[src/hdl/ocsc_pkg.sv]
package ocsc_pkg;

   // Filter structure
   localparam int FILTER_ORDER = 3;
   localparam int RATE_LOG2    = 2;
   localparam int SUB_COUNT    = 1 << RATE_LOG2;

   // Data widths
   localparam int SAMPLE_W = 16;
   localparam int ACC_W    = 32;
   localparam int MAG_W    = 15;

   // Scaling shifts around the clipper and at the output
   localparam int CLIP_SHIFT = (FILTER_ORDER - 1) * RATE_LOG2;
   localparam int OUT_SHIFT  = FILTER_ORDER * RATE_LOG2;

   // Clipper curve
   localparam int CLIP_KNEE_LO    = 10922;
   localparam int CLIP_KNEE_HI    = 21845;
   localparam int CLIP_OFFSET     = 10921;
   localparam int CLIP_SCALE_LOG2 = 15;
   localparam int CLIP_MAX        = 32767;

   // Queue between the front and back parts
   localparam int QUEUE_DEPTH = 2;
   localparam int QUEUE_PTR_W = $clog2(QUEUE_DEPTH);
   localparam int QUEUE_CNT_W = $clog2(QUEUE_DEPTH + 1);

   typedef enum logic [1:0] {
      REGION_LOW,
      REGION_MID,
      REGION_SAT
   } clip_region_type;

   // One low-rate value travelling between front, queue and back
   typedef struct packed {
      logic             valid;
      logic [ACC_W-1:0] data;
   } sample_type;

   // One high-rate value inside the back part; last marks the final sub-sample
   typedef struct packed {
      logic             valid;
      logic             last;
      logic [ACC_W-1:0] data;
   } tok_type;

endpackage

[src/hdl/ocsc_front.sv]
module ocsc_front
   import ocsc_pkg::*;
(
   input  logic                       clock,
   input  logic                       reset,
   input  logic                       req_valid,
   output logic                       req_ready,
   input  logic signed [SAMPLE_W-1:0] req_audio_in,
   input  logic                       queue_full,
   output sample_type                 push
);

   logic [FILTER_ORDER-1:0] valid_ff, valid_in;
   logic [ACC_W-1:0]        delay_ff [FILTER_ORDER];
   logic [ACC_W-1:0]        delay_in [FILTER_ORDER];
   logic [ACC_W-1:0]        diff_ff  [FILTER_ORDER];
   logic [ACC_W-1:0]        diff_in  [FILTER_ORDER];
   sample_type              stage_in [FILTER_ORDER];
   logic                    enable;

   // The comb chain advances as one; it only halts when its last stage holds
   // an item that the queue cannot take.
   assign enable    = !valid_ff[FILTER_ORDER-1] || !queue_full;
   assign req_ready = enable;

   always_comb begin
      stage_in[0].valid = req_valid;
      stage_in[0].data  = ACC_W'(req_audio_in);
      for (int k = 1; k < FILTER_ORDER; k++) begin
         stage_in[k].valid = valid_ff[k-1];
         stage_in[k].data  = diff_ff[k-1];
      end
      for (int k = 0; k < FILTER_ORDER; k++) begin
         valid_in[k] = enable ? stage_in[k].valid : valid_ff[k];
         delay_in[k] = delay_ff[k];
         diff_in[k]  = diff_ff[k];
         if (enable && stage_in[k].valid) begin
            delay_in[k] = stage_in[k].data;
            diff_in[k]  = stage_in[k].data - delay_ff[k];
         end
      end
   end

   always_ff @(posedge clock) begin
      if (reset) begin
         valid_ff <= '0;
         for (int k = 0; k < FILTER_ORDER; k++) begin
            delay_ff[k] <= '0;
         end
      end else begin
         valid_ff <= valid_in;
         delay_ff <= delay_in;
      end
      diff_ff <= diff_in;
   end

   assign push.valid = valid_ff[FILTER_ORDER-1] && enable;
   assign push.data  = diff_ff[FILTER_ORDER-1];

endmodule

[src/hdl/ocsc_queue.sv]
module ocsc_queue
   import ocsc_pkg::*;
(
   input  logic       clock,
   input  logic       reset,
   input  sample_type push,
   output logic       full,
   input  logic       pop,
   output sample_type head
);

   logic [ACC_W-1:0]       entry_ff [QUEUE_DEPTH];
   logic [QUEUE_PTR_W-1:0] wr_ptr_ff, wr_ptr_in;
   logic [QUEUE_PTR_W-1:0] rd_ptr_ff, rd_ptr_in;
   logic [QUEUE_CNT_W-1:0] count_ff, count_in;

   assign full       = (count_ff == QUEUE_CNT_W'(QUEUE_DEPTH));
   assign head.valid = (count_ff != '0);
   assign head.data  = entry_ff[rd_ptr_ff];

   always_comb begin
      wr_ptr_in = wr_ptr_ff;
      rd_ptr_in = rd_ptr_ff;
      count_in  = count_ff;
      if (push.valid) begin
         wr_ptr_in = (wr_ptr_ff == QUEUE_PTR_W'(QUEUE_DEPTH - 1)) ? '0 : wr_ptr_ff + 1'b1;
      end
      if (pop) begin
         rd_ptr_in = (rd_ptr_ff == QUEUE_PTR_W'(QUEUE_DEPTH - 1)) ? '0 : rd_ptr_ff + 1'b1;
      end
      if (push.valid && !pop) begin
         count_in = count_ff + 1'b1;
      end else if (!push.valid && pop) begin
         count_in = count_ff - 1'b1;
      end
   end

   always_ff @(posedge clock) begin
      if (reset) begin
         wr_ptr_ff <= '0;
         rd_ptr_ff <= '0;
         count_ff  <= '0;
      end else begin
         wr_ptr_ff <= wr_ptr_in;
         rd_ptr_ff <= rd_ptr_in;
         count_ff  <= count_in;
      end
   end

   always_ff @(posedge clock) begin
      if (push.valid) begin
         entry_ff[wr_ptr_ff] <= push.data;
      end
   end

endmodule

[src/hdl/ocsc_clip.sv]
module ocsc_clip
   import ocsc_pkg::*;
(
   input  logic    clock,
   input  logic    reset,
   input  logic    enable,
   input  tok_type in_tok,
   output tok_type out_tok
);

   // Stage A: scaling, sign and magnitude, region decode
   logic                  a_valid_ff, a_valid_in;
   logic                  a_last_ff, a_last_in;
   logic                  a_neg_ff, a_neg_in;
   clip_region_type       a_region_ff, a_region_in;
   logic [MAG_W-1:0]      a_mag_ff, a_mag_in;
   logic signed [ACC_W-1:0] scaled;
   logic [ACC_W-1:0]      mag_full;

   // Stage B: square of the magnitude
   logic                  b_valid_ff, b_valid_in;
   logic                  b_last_ff, b_last_in;
   logic                  b_neg_ff, b_neg_in;
   clip_region_type       b_region_ff, b_region_in;
   logic [MAG_W-1:0]      b_mag_ff, b_mag_in;
   logic [2*MAG_W-1:0]    b_sq_ff, b_sq_in;

   // Stage C: curve evaluation and sign
   logic                  c_valid_ff, c_valid_in;
   logic                  c_last_ff, c_last_in;
   logic [ACC_W-1:0]      c_y_ff, c_y_in;
   logic [ACC_W-1:0]      pos;
   logic [ACC_W-1:0]      sq_triple;

   always_comb begin
      scaled   = $signed(in_tok.data) >>> CLIP_SHIFT;
      a_neg_in = scaled[ACC_W-1];
      mag_full = a_neg_in ? ACC_W'(0) - ACC_W'(scaled) : ACC_W'(scaled);
      if (mag_full < ACC_W'(CLIP_KNEE_LO)) begin
         a_region_in = REGION_LOW;
      end else if (mag_full < ACC_W'(CLIP_KNEE_HI)) begin
         a_region_in = REGION_MID;
      end else begin
         a_region_in = REGION_SAT;
      end
      a_mag_in   = mag_full[MAG_W-1:0];
      a_last_in  = in_tok.last;
      a_valid_in = enable ? in_tok.valid : a_valid_ff;
   end

   always_comb begin
      b_sq_in     = a_mag_ff * a_mag_ff;
      b_mag_in    = a_mag_ff;
      b_neg_in    = a_neg_ff;
      b_region_in = a_region_ff;
      b_last_in   = a_last_ff;
      b_valid_in  = enable ? a_valid_ff : b_valid_ff;
   end

   always_comb begin
      sq_triple = ACC_W'(b_sq_ff) + (ACC_W'(b_sq_ff) << 1);
      unique case (b_region_ff)
         REGION_LOW: pos = ACC_W'(b_mag_ff) << 1;
         REGION_MID: pos = (ACC_W'(b_mag_ff) << 2) - ACC_W'(CLIP_OFFSET)
                           - (sq_triple >> CLIP_SCALE_LOG2);
         REGION_SAT: pos = ACC_W'(CLIP_MAX);
         default:    pos = '0;
      endcase
      c_y_in     = b_neg_ff ? ACC_W'(0) - pos : pos;
      c_last_in  = b_last_ff;
      c_valid_in = enable ? b_valid_ff : c_valid_ff;
   end

   always_ff @(posedge clock) begin
      if (reset) begin
         a_valid_ff <= 1'b0;
         b_valid_ff <= 1'b0;
         c_valid_ff <= 1'b0;
      end else begin
         a_valid_ff <= a_valid_in;
         b_valid_ff <= b_valid_in;
         c_valid_ff <= c_valid_in;
      end
   end

   always_ff @(posedge clock) begin
      if (enable && in_tok.valid) begin
         a_neg_ff    <= a_neg_in;
         a_region_ff <= a_region_in;
         a_mag_ff    <= a_mag_in;
         a_last_ff   <= a_last_in;
      end
      if (enable && a_valid_ff) begin
         b_sq_ff     <= b_sq_in;
         b_mag_ff    <= b_mag_in;
         b_neg_ff    <= b_neg_in;
         b_region_ff <= b_region_in;
         b_last_ff   <= b_last_in;
      end
      if (enable && b_valid_ff) begin
         c_y_ff    <= c_y_in;
         c_last_ff <= c_last_in;
      end
   end

   assign out_tok.valid = c_valid_ff;
   assign out_tok.last  = c_last_ff;
   assign out_tok.data  = c_y_ff;

endmodule

[src/hdl/ocsc_back.sv]
module ocsc_back
   import ocsc_pkg::*;
(
   input  logic                       clock,
   input  logic                       reset,
   input  sample_type                 head,
   output logic                       pop,
   output logic                       rsp_valid,
   input  logic                       rsp_ready,
   output logic signed [SAMPLE_W-1:0] rsp_audio_out
);

   logic                    enable;
   logic [RATE_LOG2-1:0]    sub_ff, sub_in;
   tok_type                 src_tok;

   // Interpolator integrators
   tok_type                 up_tok [FILTER_ORDER];
   logic [FILTER_ORDER-1:0] up_valid_ff, up_valid_in;
   logic [FILTER_ORDER-1:0] up_last_ff, up_last_in;
   logic [ACC_W-1:0]        up_acc_ff [FILTER_ORDER];
   logic [ACC_W-1:0]        up_acc_in [FILTER_ORDER];

   // Clipper
   tok_type                 clip_in_tok, clip_out_tok;

   // Decimator integrators
   tok_type                 dn_tok [FILTER_ORDER];
   logic [FILTER_ORDER-1:0] dn_valid_ff, dn_valid_in;
   logic [FILTER_ORDER-1:0] dn_last_ff, dn_last_in;
   logic [ACC_W-1:0]        dn_acc_ff [FILTER_ORDER];
   logic [ACC_W-1:0]        dn_acc_in [FILTER_ORDER];

   // Decimator combs
   sample_type              cb_in [FILTER_ORDER];
   logic [FILTER_ORDER-1:0] cb_valid_ff, cb_valid_in;
   logic [ACC_W-1:0]        cb_delay_ff [FILTER_ORDER];
   logic [ACC_W-1:0]        cb_delay_in [FILTER_ORDER];
   logic [ACC_W-1:0]        cb_diff_ff  [FILTER_ORDER];
   logic [ACC_W-1:0]        cb_diff_in  [FILTER_ORDER];

   // Output register
   logic                    out_valid_ff, out_valid_in;
   logic [SAMPLE_W-1:0]     out_data_ff, out_data_in;
   logic signed [ACC_W-1:0] out_scaled;

   // The whole back pipeline moves together and holds only while a result
   // waits in the output register and is not being taken.
   assign enable = !out_valid_ff || rsp_ready;

   // Sub-sample source: the comb output first, then zeros.
   always_comb begin
      src_tok.valid = (sub_ff != '0) || head.valid;
      src_tok.last  = (sub_ff == RATE_LOG2'(SUB_COUNT - 1));
      src_tok.data  = (sub_ff == '0) ? head.data : '0;
      pop           = enable && head.valid && (sub_ff == '0);
      sub_in        = (enable && src_tok.valid) ? sub_ff + 1'b1 : sub_ff;
   end

   always_comb begin
      up_tok[0] = src_tok;
      for (int k = 1; k < FILTER_ORDER; k++) begin
         up_tok[k].valid = up_valid_ff[k-1];
         up_tok[k].last  = up_last_ff[k-1];
         up_tok[k].data  = up_acc_ff[k-1];
      end
      for (int k = 0; k < FILTER_ORDER; k++) begin
         up_valid_in[k] = enable ? up_tok[k].valid : up_valid_ff[k];
         up_last_in[k]  = up_last_ff[k];
         up_acc_in[k]   = up_acc_ff[k];
         if (enable && up_tok[k].valid) begin
            up_last_in[k] = up_tok[k].last;
            up_acc_in[k]  = up_acc_ff[k] + up_tok[k].data;
         end
      end
   end

   assign clip_in_tok.valid = up_valid_ff[FILTER_ORDER-1];
   assign clip_in_tok.last  = up_last_ff[FILTER_ORDER-1];
   assign clip_in_tok.data  = up_acc_ff[FILTER_ORDER-1];

   ocsc_clip u_clip (
      .clock   (clock),
      .reset   (reset),
      .enable  (enable),
      .in_tok  (clip_in_tok),
      .out_tok (clip_out_tok)
   );

   always_comb begin
      dn_tok[0] = clip_out_tok;
      for (int k = 1; k < FILTER_ORDER; k++) begin
         dn_tok[k].valid = dn_valid_ff[k-1];
         dn_tok[k].last  = dn_last_ff[k-1];
         dn_tok[k].data  = dn_acc_ff[k-1];
      end
      for (int k = 0; k < FILTER_ORDER; k++) begin
         dn_valid_in[k] = enable ? dn_tok[k].valid : dn_valid_ff[k];
         dn_last_in[k]  = dn_last_ff[k];
         dn_acc_in[k]   = dn_acc_ff[k];
         if (enable && dn_tok[k].valid) begin
            dn_last_in[k] = dn_tok[k].last;
            dn_acc_in[k]  = dn_acc_ff[k] + dn_tok[k].data;
         end
      end
   end

   // Only the last sub-sample of each item enters the combs.
   always_comb begin
      cb_in[0].valid = dn_valid_ff[FILTER_ORDER-1] && dn_last_ff[FILTER_ORDER-1];
      cb_in[0].data  = dn_acc_ff[FILTER_ORDER-1];
      for (int k = 1; k < FILTER_ORDER; k++) begin
         cb_in[k].valid = cb_valid_ff[k-1];
         cb_in[k].data  = cb_diff_ff[k-1];
      end
      for (int k = 0; k < FILTER_ORDER; k++) begin
         cb_valid_in[k] = enable ? cb_in[k].valid : cb_valid_ff[k];
         cb_delay_in[k] = cb_delay_ff[k];
         cb_diff_in[k]  = cb_diff_ff[k];
         if (enable && cb_in[k].valid) begin
            cb_delay_in[k] = cb_in[k].data;
            cb_diff_in[k]  = cb_in[k].data - cb_delay_ff[k];
         end
      end
   end

   always_comb begin
      out_scaled   = $signed(cb_diff_ff[FILTER_ORDER-1]) >>> OUT_SHIFT;
      out_valid_in = enable ? cb_valid_ff[FILTER_ORDER-1] : out_valid_ff;
      out_data_in  = (enable && cb_valid_ff[FILTER_ORDER-1]) ?
                     out_scaled[SAMPLE_W-1:0] : out_data_ff;
   end

   always_ff @(posedge clock) begin
      if (reset) begin
         sub_ff       <= '0;
         up_valid_ff  <= '0;
         dn_valid_ff  <= '0;
         cb_valid_ff  <= '0;
         out_valid_ff <= 1'b0;
         for (int k = 0; k < FILTER_ORDER; k++) begin
            up_acc_ff[k]   <= '0;
            dn_acc_ff[k]   <= '0;
            cb_delay_ff[k] <= '0;
         end
      end else begin
         sub_ff       <= sub_in;
         up_valid_ff  <= up_valid_in;
         dn_valid_ff  <= dn_valid_in;
         cb_valid_ff  <= cb_valid_in;
         out_valid_ff <= out_valid_in;
         up_acc_ff    <= up_acc_in;
         dn_acc_ff    <= dn_acc_in;
         cb_delay_ff  <= cb_delay_in;
      end
      up_last_ff  <= up_last_in;
      dn_last_ff  <= dn_last_in;
      cb_diff_ff  <= cb_diff_in;
      out_data_ff <= out_data_in;
   end

   assign rsp_valid     = out_valid_ff;
   assign rsp_audio_out = $signed(out_data_ff);

endmodule

[src/hdl/oversampled_cic_soft_clipper_top.sv]
// Channel   Direction  Handshake            Payload
// req       in         req_valid/req_ready  req_audio_in  (signed 16 bits)
// rsp       out        rsp_valid/rsp_ready  rsp_audio_out (signed 16 bits)
//
// Each item is expanded into 2^RATE_LOG2 sub-samples (4 by default), one
// sub-sample per cycle through the up-integrators, clipper and down-integrators
// while the output does not stall the back part.
// Reset is synchronous and clears all filter state at once; no clearing pass.
// A stalled result freezes the back part; the queue then fills and the front
// part halts, dropping req_ready.
module oversampled_cic_soft_clipper_top
   import ocsc_pkg::*;
(
   input  logic                       clock,
   input  logic                       reset,
   input  logic                       req_valid,
   output logic                       req_ready,
   input  logic signed [SAMPLE_W-1:0] req_audio_in,
   output logic                       rsp_valid,
   input  logic                       rsp_ready,
   output logic signed [SAMPLE_W-1:0] rsp_audio_out
);

   // Front to queue, and queue to back.
   sample_type push;
   sample_type head;
   logic       queue_full;
   logic       pop;

   // The front part accepts each item and runs the interpolator combs, one
   // comb per pipeline stage. Its last difference is the low-rate value that
   // gets zero-stuffed.
   ocsc_front u_front (
      .clock        (clock),
      .reset        (reset),
      .req_valid    (req_valid),
      .req_ready    (req_ready),
      .req_audio_in (req_audio_in),
      .queue_full   (queue_full),
      .push         (push)
   );

   // A short queue lets the front part keep accepting items while the back
   // part is still expanding an earlier one or is held by the output.
   ocsc_queue u_queue (
      .clock (clock),
      .reset (reset),
      .push  (push),
      .full  (queue_full),
      .pop   (pop),
      .head  (head)
   );

   // The back part expands each item into its sub-samples, integrates, clips,
   // integrates again, keeps the last sub-sample and runs the decimator combs.
   ocsc_back u_back (
      .clock         (clock),
      .reset         (reset),
      .head          (head),
      .pop           (pop),
      .rsp_valid     (rsp_valid),
      .rsp_ready     (rsp_ready),
      .rsp_audio_out (rsp_audio_out)
   );

endmodule

[config.mk]
export PLATFORM = sky130hd
export DESIGN_NAME = oversampled_cic_soft_clipper_top
export DESIGN_NICKNAME = d
export VERILOG_FILES = /design/src/hdl/ocsc_pkg.sv /design/src/hdl/ocsc_front.sv /design/src/hdl/ocsc_queue.sv /design/src/hdl/ocsc_clip.sv /design/src/hdl/ocsc_back.sv /design/src/hdl/oversampled_cic_soft_clipper_top.sv
export SDC_FILE = /design/constraint.sdc
export NUM_CORES = 2
export LEC_CHECK = 0
export ABC_CLOCK_PERIOD_IN_PS = 12100
export BUFFER_PORTS_ARGS = -buffer_cell sky130_fd_sc_hd__buf_2
export CAP_MARGIN = 20
export CORE_MARGIN = 4
export CORE_UTILIZATION = 40
export DETAILED_ROUTE_END_ITERATION = 8
export GPL_TIMING_DRIVEN = 0
export PLACE_DENSITY = 0.55
export SYNTH_ARGS = -nofsm -noshare
export SYNTH_HDL_FRONTEND = slang
export SYNTH_SLANG_ARGS = --single-unit
[constraint.sdc]
create_clock -name clock -period 12.1 [get_ports clock]
set_input_delay 0.605 -clock clock [delete_from_list [all_inputs] [get_ports clock]]
set_output_delay 0.605 -clock clock [all_outputs]
set_load 0.01 [all_outputs]
# Word level (Yosys, flattened, before mapping)
# Memories as Yosys holds them, arrays and structs flattened. A register that Yosys moved wholly into a read port is not among the register bits.
# Cells that the tools add are included.
dict set report op_classes {
  addsub 22
  mul 1
  magnitude_cmp 2
  eq_ne 4
  n_mux 13
  n_reduce_logical 35
}
# cell n
set op_table {}
lappend op_table {{$add A32 B32 Y32} 6}
lappend op_table {{$mux W32} 3}
lappend op_table {{$pmux W32 S3} 1}
lappend op_table {{$sub A22 B22 Y22} 3}
lappend op_table {{$sub A32 B32 Y32} 2}
lappend op_table {{$add A30 B31 Y32} 1}
lappend op_table {{$lt A32 B14 Y1 const B} 1}
lappend op_table {{$lt A32 B15 Y1 const B} 1}
lappend op_table {{$sub A1 B32 Y32 const A} 1}
lappend op_table {{$mul A15 B15 Y30} 1}
lappend op_table {{$sub A1 B28 Y29 const A} 1}
lappend op_table {{$logic_and A1 B1 Y1} 22}
lappend op_table {{$sub A18 B18 Y19} 1}
lappend op_table {{$sub A17 B14 Y18 const B} 1}
lappend op_table {{$sub A16 B16 Y17} 1}
lappend op_table {{$eq A2 B2 Y1 const B} 3}
lappend op_table {{$mux W1} 6}
lappend op_table {{$mux W2} 3}
lappend op_table {{$reduce_bool A2 Y1} 3}
lappend op_table {{$logic_not A1 Y1} 5}
lappend op_table {{$add A2 B1 Y2 const B} 2}
lappend op_table {{$logic_not A2 Y1} 2}
lappend op_table {{$logic_or A1 B1 Y1} 3}
lappend op_table {{$add A1 B1 Y1 const B} 2}
lappend op_table {{2 further kinds} 2}
dict set report word_totals {
  ff_bits 645
  mem_bits_rw 64
  input_bits 20
  elab_cells 126
  memories 1
}
# memory words word_bits rd rd_clocked_by_memory_dff write_ports line
set mem_list {}
lappend mem_list {u_queue.entry_ff 2 32 1 1 1 ocsc_queue.sv:12} ;# logic [ACC_W-1:0] entry_ff [QUEUE_DEPTH];

# Logic depth before layout (Yosys ltp)
dict set report depth {
  ltp_word 8
  mapped_depth 25
  ltp_nobuf 24
}

# Hierarchy
# Synthesis repeated with hierarchy kept, for this count alone.
dict set report hier_totals {
  cells_unflattened 4983
  hier_area_um2 45287.2
}
# mod n_inst cells_per_inst area_per_inst_um2
set modules_own_cells {}
lappend modules_own_cells {ocsc_back 1 2620 21316.7}
lappend modules_own_cells {ocsc_clip 1 1287 12801.0}
lappend modules_own_cells {ocsc_front 1 954 8649.5}
lappend modules_own_cells {ocsc_queue 1 122 2519.9}

# Worst setup path before layout
# No wires, ideal clock.
dict set report synth_timing {
  path_kind {register to register}
  from {register u_back.u_clip.a_mag_ff[7]}
  to {register u_back.u_clip.b_sq_ff[28] (data pin)}
  setup_ns 0.258
  arrival_ns 6.346
  setup_slack_ns 5.497
  path_stages_with_launch 24
  synth_period_minus_slack_ns 6.603
  path_cell_list {edfxtp_1 > clkbuf_1 > and2_1 > fa_1 > inv_1 > fa_1 > inv_1 > fa_1 > inv_1 > fa_1 > fa_1 > inv_1 > fa_1 > ha_1 > or3_1 > a2111oi_0 > o31ai_1 > and2_1 > o21a_1 > o21a_1 > o41a_1 > a21o_1 > a21oi_1 > xnor2_1}
}
dict set report synth_via {
  elab_chain_len 1
}
# element line
set synth_rtl {}
lappend synth_rtl {{start, declared} ocsc_clip.sv:16} ;# logic [MAG_W-1:0] a_mag_ff, a_mag_in;
lappend synth_rtl {{start signal, assigned} ocsc_clip.sv:90} ;# a_mag_ff <= a_mag_in;
lappend synth_rtl {{$mul A15 B15 Y30} ocsc_clip.sv:52} ;# b_sq_in = a_mag_ff * a_mag_ff;
lappend synth_rtl {{net u_back.u_clip.b_sq_in[28]} ocsc_clip.sv:26} ;# logic [2*MAG_W-1:0] b_sq_ff, b_sq_in;
lappend synth_rtl {{end signal, assigned} ocsc_clip.sv:94} ;# b_sq_ff <= b_sq_in;
lappend synth_rtl {{end, declared} ocsc_clip.sv:26}
# The timed path passes the listed nets, and every way through them passes these cells.
# A chain may end at the register's enable or synchronous reset.

# Worst setup path in the final report
dict set report layout_timing {
  from {register u_back.u_clip.a_mag_ff[8]}
  to {register u_back.u_clip.b_sq_ff[28] (data pin)}
}
# Same word-level chain as after synthesis.

==> results by group <==
Floorplanning
  – Initial Util: 0.404
  – Cell Rows: 119
  – Core area: 0.106 sq mm
  – Die W: 335 um
  – Io pins: 38
  – Die area: 0.112 sq mm
  – Die H: 335 um

Critical path
  – Type of the worst setup path: flop to flop
  – CP max FO: 10
  – Crit path required time: 12.47 ns
  – Slowest stage cell, crit path: a2111oi_0
  – Critical Path AT: 8.31 ns
  – Critical path's most frequent cell: fa_1
  – Crit-path cells: clkbuf_1, and2_1, fa_1, fa_1, fa_1, inv_1, fa_1, inv_1, fa_1, fa_1, ha_1, or3_1, a2111oi_0, o31ai_1, and2_1, o21a_1, o21a_1, o41a_1, a21o_1, a21oi_1, xnor2_1
  – Startpoint class of the critical path: flop
  – Crit end category: flop
  – CP peak stage delay: 0.74 ns

Finish
  – Share of layout cells above drive strength 1: 0.0416
  – Core Util, Final: 0.447
  – Total Nets Final: 5388
  – Final non-filler cell area: between 0.04 and 0.05 sq mm
  – Most frequent cells in the layout: 721 x nand2_1, 504 x a21oi_1, 424 x ha_1
  – P&R area growth vs syn: 10.6%
  – Most common cell after layout, fill and taps aside: nand2_1
  – Antenna cells: 0

Timing
  – Final setup violation count: 0
  – FMAX: 0.126 GHz
  – Final hold vios: 0
  – Max Slew Vio Count: 0
  – RSZ-0062 raised after global routing: no
  – Max-slew headroom: 0.200
  – Worst-Margin Slew: 1.20 ns
  – Min cycle time layout: 7.94 ns
  – Final setup margin: 4.16 ns
  – TNS Setup: 0 ns
  – Worst clock skew: ~0.024 ns
  – Final period util: 0.656

Global route
  – GRT overflow: 0
  – First-pass GRT wire length: 163000 um
  – Pin count of the biggest net entering global routing: 44
  – Initial antenna violation count: 0
  – Number of global-route vias before repair: 31000
  – GR Util All Layers: 0.180

Worst hold path
  – Hold Path Class: input pin to flop

Job
  – MaxCap Viol Count: 0

Routing
  – Met3 wire len: 3120 um
  – DRT iter0 DRCs: roughly 1600
  – Drt wl/cell: 16.2 um
  – Post-route DRC: 0
  – Vias: 32000
  – Met2 routed wirelength: 49800 um
  – Drt pass-1 iters: 5
  – Top sig layer: met4
  – DR vias/cell: 5.12
  – WL met1: around 45000 um
  – WL final: 101000 um
  – Final ANT Viol Nets: 0

Clock network
  – H-tree levels: 3
  – TritonCTS Buffers: 74
  – CTS Root Buffer Type: clkbuf_16
  – Longest Clk Path Bufs: 3
  – Hold Buf Count CTS: 0
  – Setup bufs post-CTS: 0
  – Clock Latency Late Sink: about 0.63 ns
  – Clock sink total: 632
  – CTS clk-pin slew, worst paths: 0.06 ns
  – Post_cts resized: 0
  – TritonCTS clock tree: done

Yosys
  – Post-Syn Nets: around 5300
  – Distinct cells, synth: 80
  – Top FF cell, synth: edfxtp_1
  – Cell count after synthesis: between 4000 and 5000
  – Post-synthesis async set-or-reset flop share: 0
  – Syn_area_per_cell: 9.13 sq um
  – Area of the mapped netlist: 0.0427 sq mm
  – Post-synthesis register bit count: 632
  – Sequential fraction of the synthesis area: 0.370
  – EDFF count, synth: 316
  – YS warnings: 0

Power and ir drop
  – P_leak: 19.3 nW
  – Pwr/cell area: 199 mW/mm^2
  – Max VDD drop: 0.000301 V

Place
  – Dpl hpwl: approximately 80000 um
  – DP Worst Slack: 4.28 ns
  – # port buffers: 36
  – Final Wtd Congestion: roughly 0.84
  – Cell Area, Placed: approximately 0.045 sq mm

Run status
  – Status: finished clean
-- registers in the layout, indices dropped and copies added (netlist names), 16 cells and up, named ones only --
name,cells
u_back.u_clip.b_sq_ff,28
u_front.push,32
u_front.diff_ff,49
u_back.up_acc_ff,64
u_back.cb_diff_ff,60
u_queue.entry_ff,64
u_front.delay_ff,65
u_back.dn_acc_ff,44
u_back.cb_in,22
u_back.u_clip.c_y_ff,22
u_back.clip_in_tok,32
u_back.cb_delay_ff,66
u_back.rsp_audio_out,16
-- critical path, delay by kind of cell (launching register included) --
kind / cells / cell delay [ns]
compound gates: 7 / 2.26
xor+xnor: 1 / 0.08
fa+ha+maj: 7 / 3.24
buf+inv: 3 / 0.58
flops: 1 / 0.61
simple gates: 3 / 0.89
-- metal layers --
layer,up-vias,track usage
li1,16500,-
met1,14900,0.228
met2,431,0.321
met3,153,0.0207
met4,0,0.0567
met5,-,0
-- where the power goes --
part | internal (mW) | switching (mW)
combinational | 1.88 | 2.58
clock | 1.30 | 0.938
sequential | 2.58 | 0.137
-- through the flow --
step | hold slack, ns | std cells | power, mW
6_report | 0.226 | 6248 | 9.41
2_1_floorplan | 0.400 | 4675 | 6.11
5_1_grt | 0.218 | 6248 | 10.2
3_5_place_dp | 0.405 | 6110 | 7.20
4_1_cts | 0.180 | 6248 | 9.51
3_3_place_gp | 0.401 | 6102 | 7.19
-- area by class of cell --
cell class / instances / area, sq um
inverters: 413 / 1550
plain buffers: 137 / 523
repair buffers: 44 / 323
clock buffers: 105 / 2150
fillers: 10400 / 58300
multi-input cells: 3493 / 24800
well taps: 1391 / 1740
clock inverters: 33 / 307
flip-flops and latches: 632 / 15800
-- path summary, 6_finish.rpt --
path	from	endpoint	slack (ns)	depth (start not counted)
max reg2reg	u_back.u_clip.a_mag_ff[8]	u_back.u_clip.b_sq_ff[28]	4.16	21
min	req_audio_in[5]	u_front.delay_ff[69]	0.23	3
min reg2reg	u_back.u_clip.a_region_ff[1]	u_back.u_clip.b_region_ff[1]	0.41	0
max	u_back.u_clip.a_mag_ff[8]	u_back.u_clip.b_sq_ff[28]	4.16	21
-- cell families after synthesis --
logic type,Yosys count,synth area share
adder cells (fa/ha/maj),573,0.194
AND/OR/NAND/NOR,1460,0.154
buffers and inverters,550,0.0484
multiplexers,42,0.0102
flip-flops,632,0.370
XOR/XNOR,314,0.0644
AO/OA/AOI/OAI,1104,0.159
-- Yosys cell counts, types with 15 or more instances --
cell type / n / area, sq um
and2_1: 72 / 450
nand2b_1: 43 / 269
dfxtp_1: 316 / 6330
or3_1: 34 / 213
xnor2_1: 233 / 2040
xor2_1: 81 / 709
o21ai_0: 160 / 801
edfxtp_1: 316 / 9490
and3_1: 26 / 163
nand3_1: 73 / 365
o21a_1: 52 / 390
o31ai_1: 22 / 165
clkbuf_1: 120 / 450
a21o_1: 103 / 773
inv_1: 411 / 1540
o21bai_1: 31 / 233
nor2_1: 262 / 983
o41ai_1: 22 / 193
a21oi_1: 504 / 2520
fa_1: 149 / 2980
ha_1: 424 / 5310
buf_1: 15 / 56.3
a21boi_0: 24 / 180
nand2_1: 721 / 2710
o211ai_1: 21 / 158
nor2b_1: 92 / 576
a31oi_1: 28 / 175
nor3_1: 77 / 385
a211oi_1: 33 / 248
mux2i_1: 34 / 340
Power figures use the tool's default switching activity.
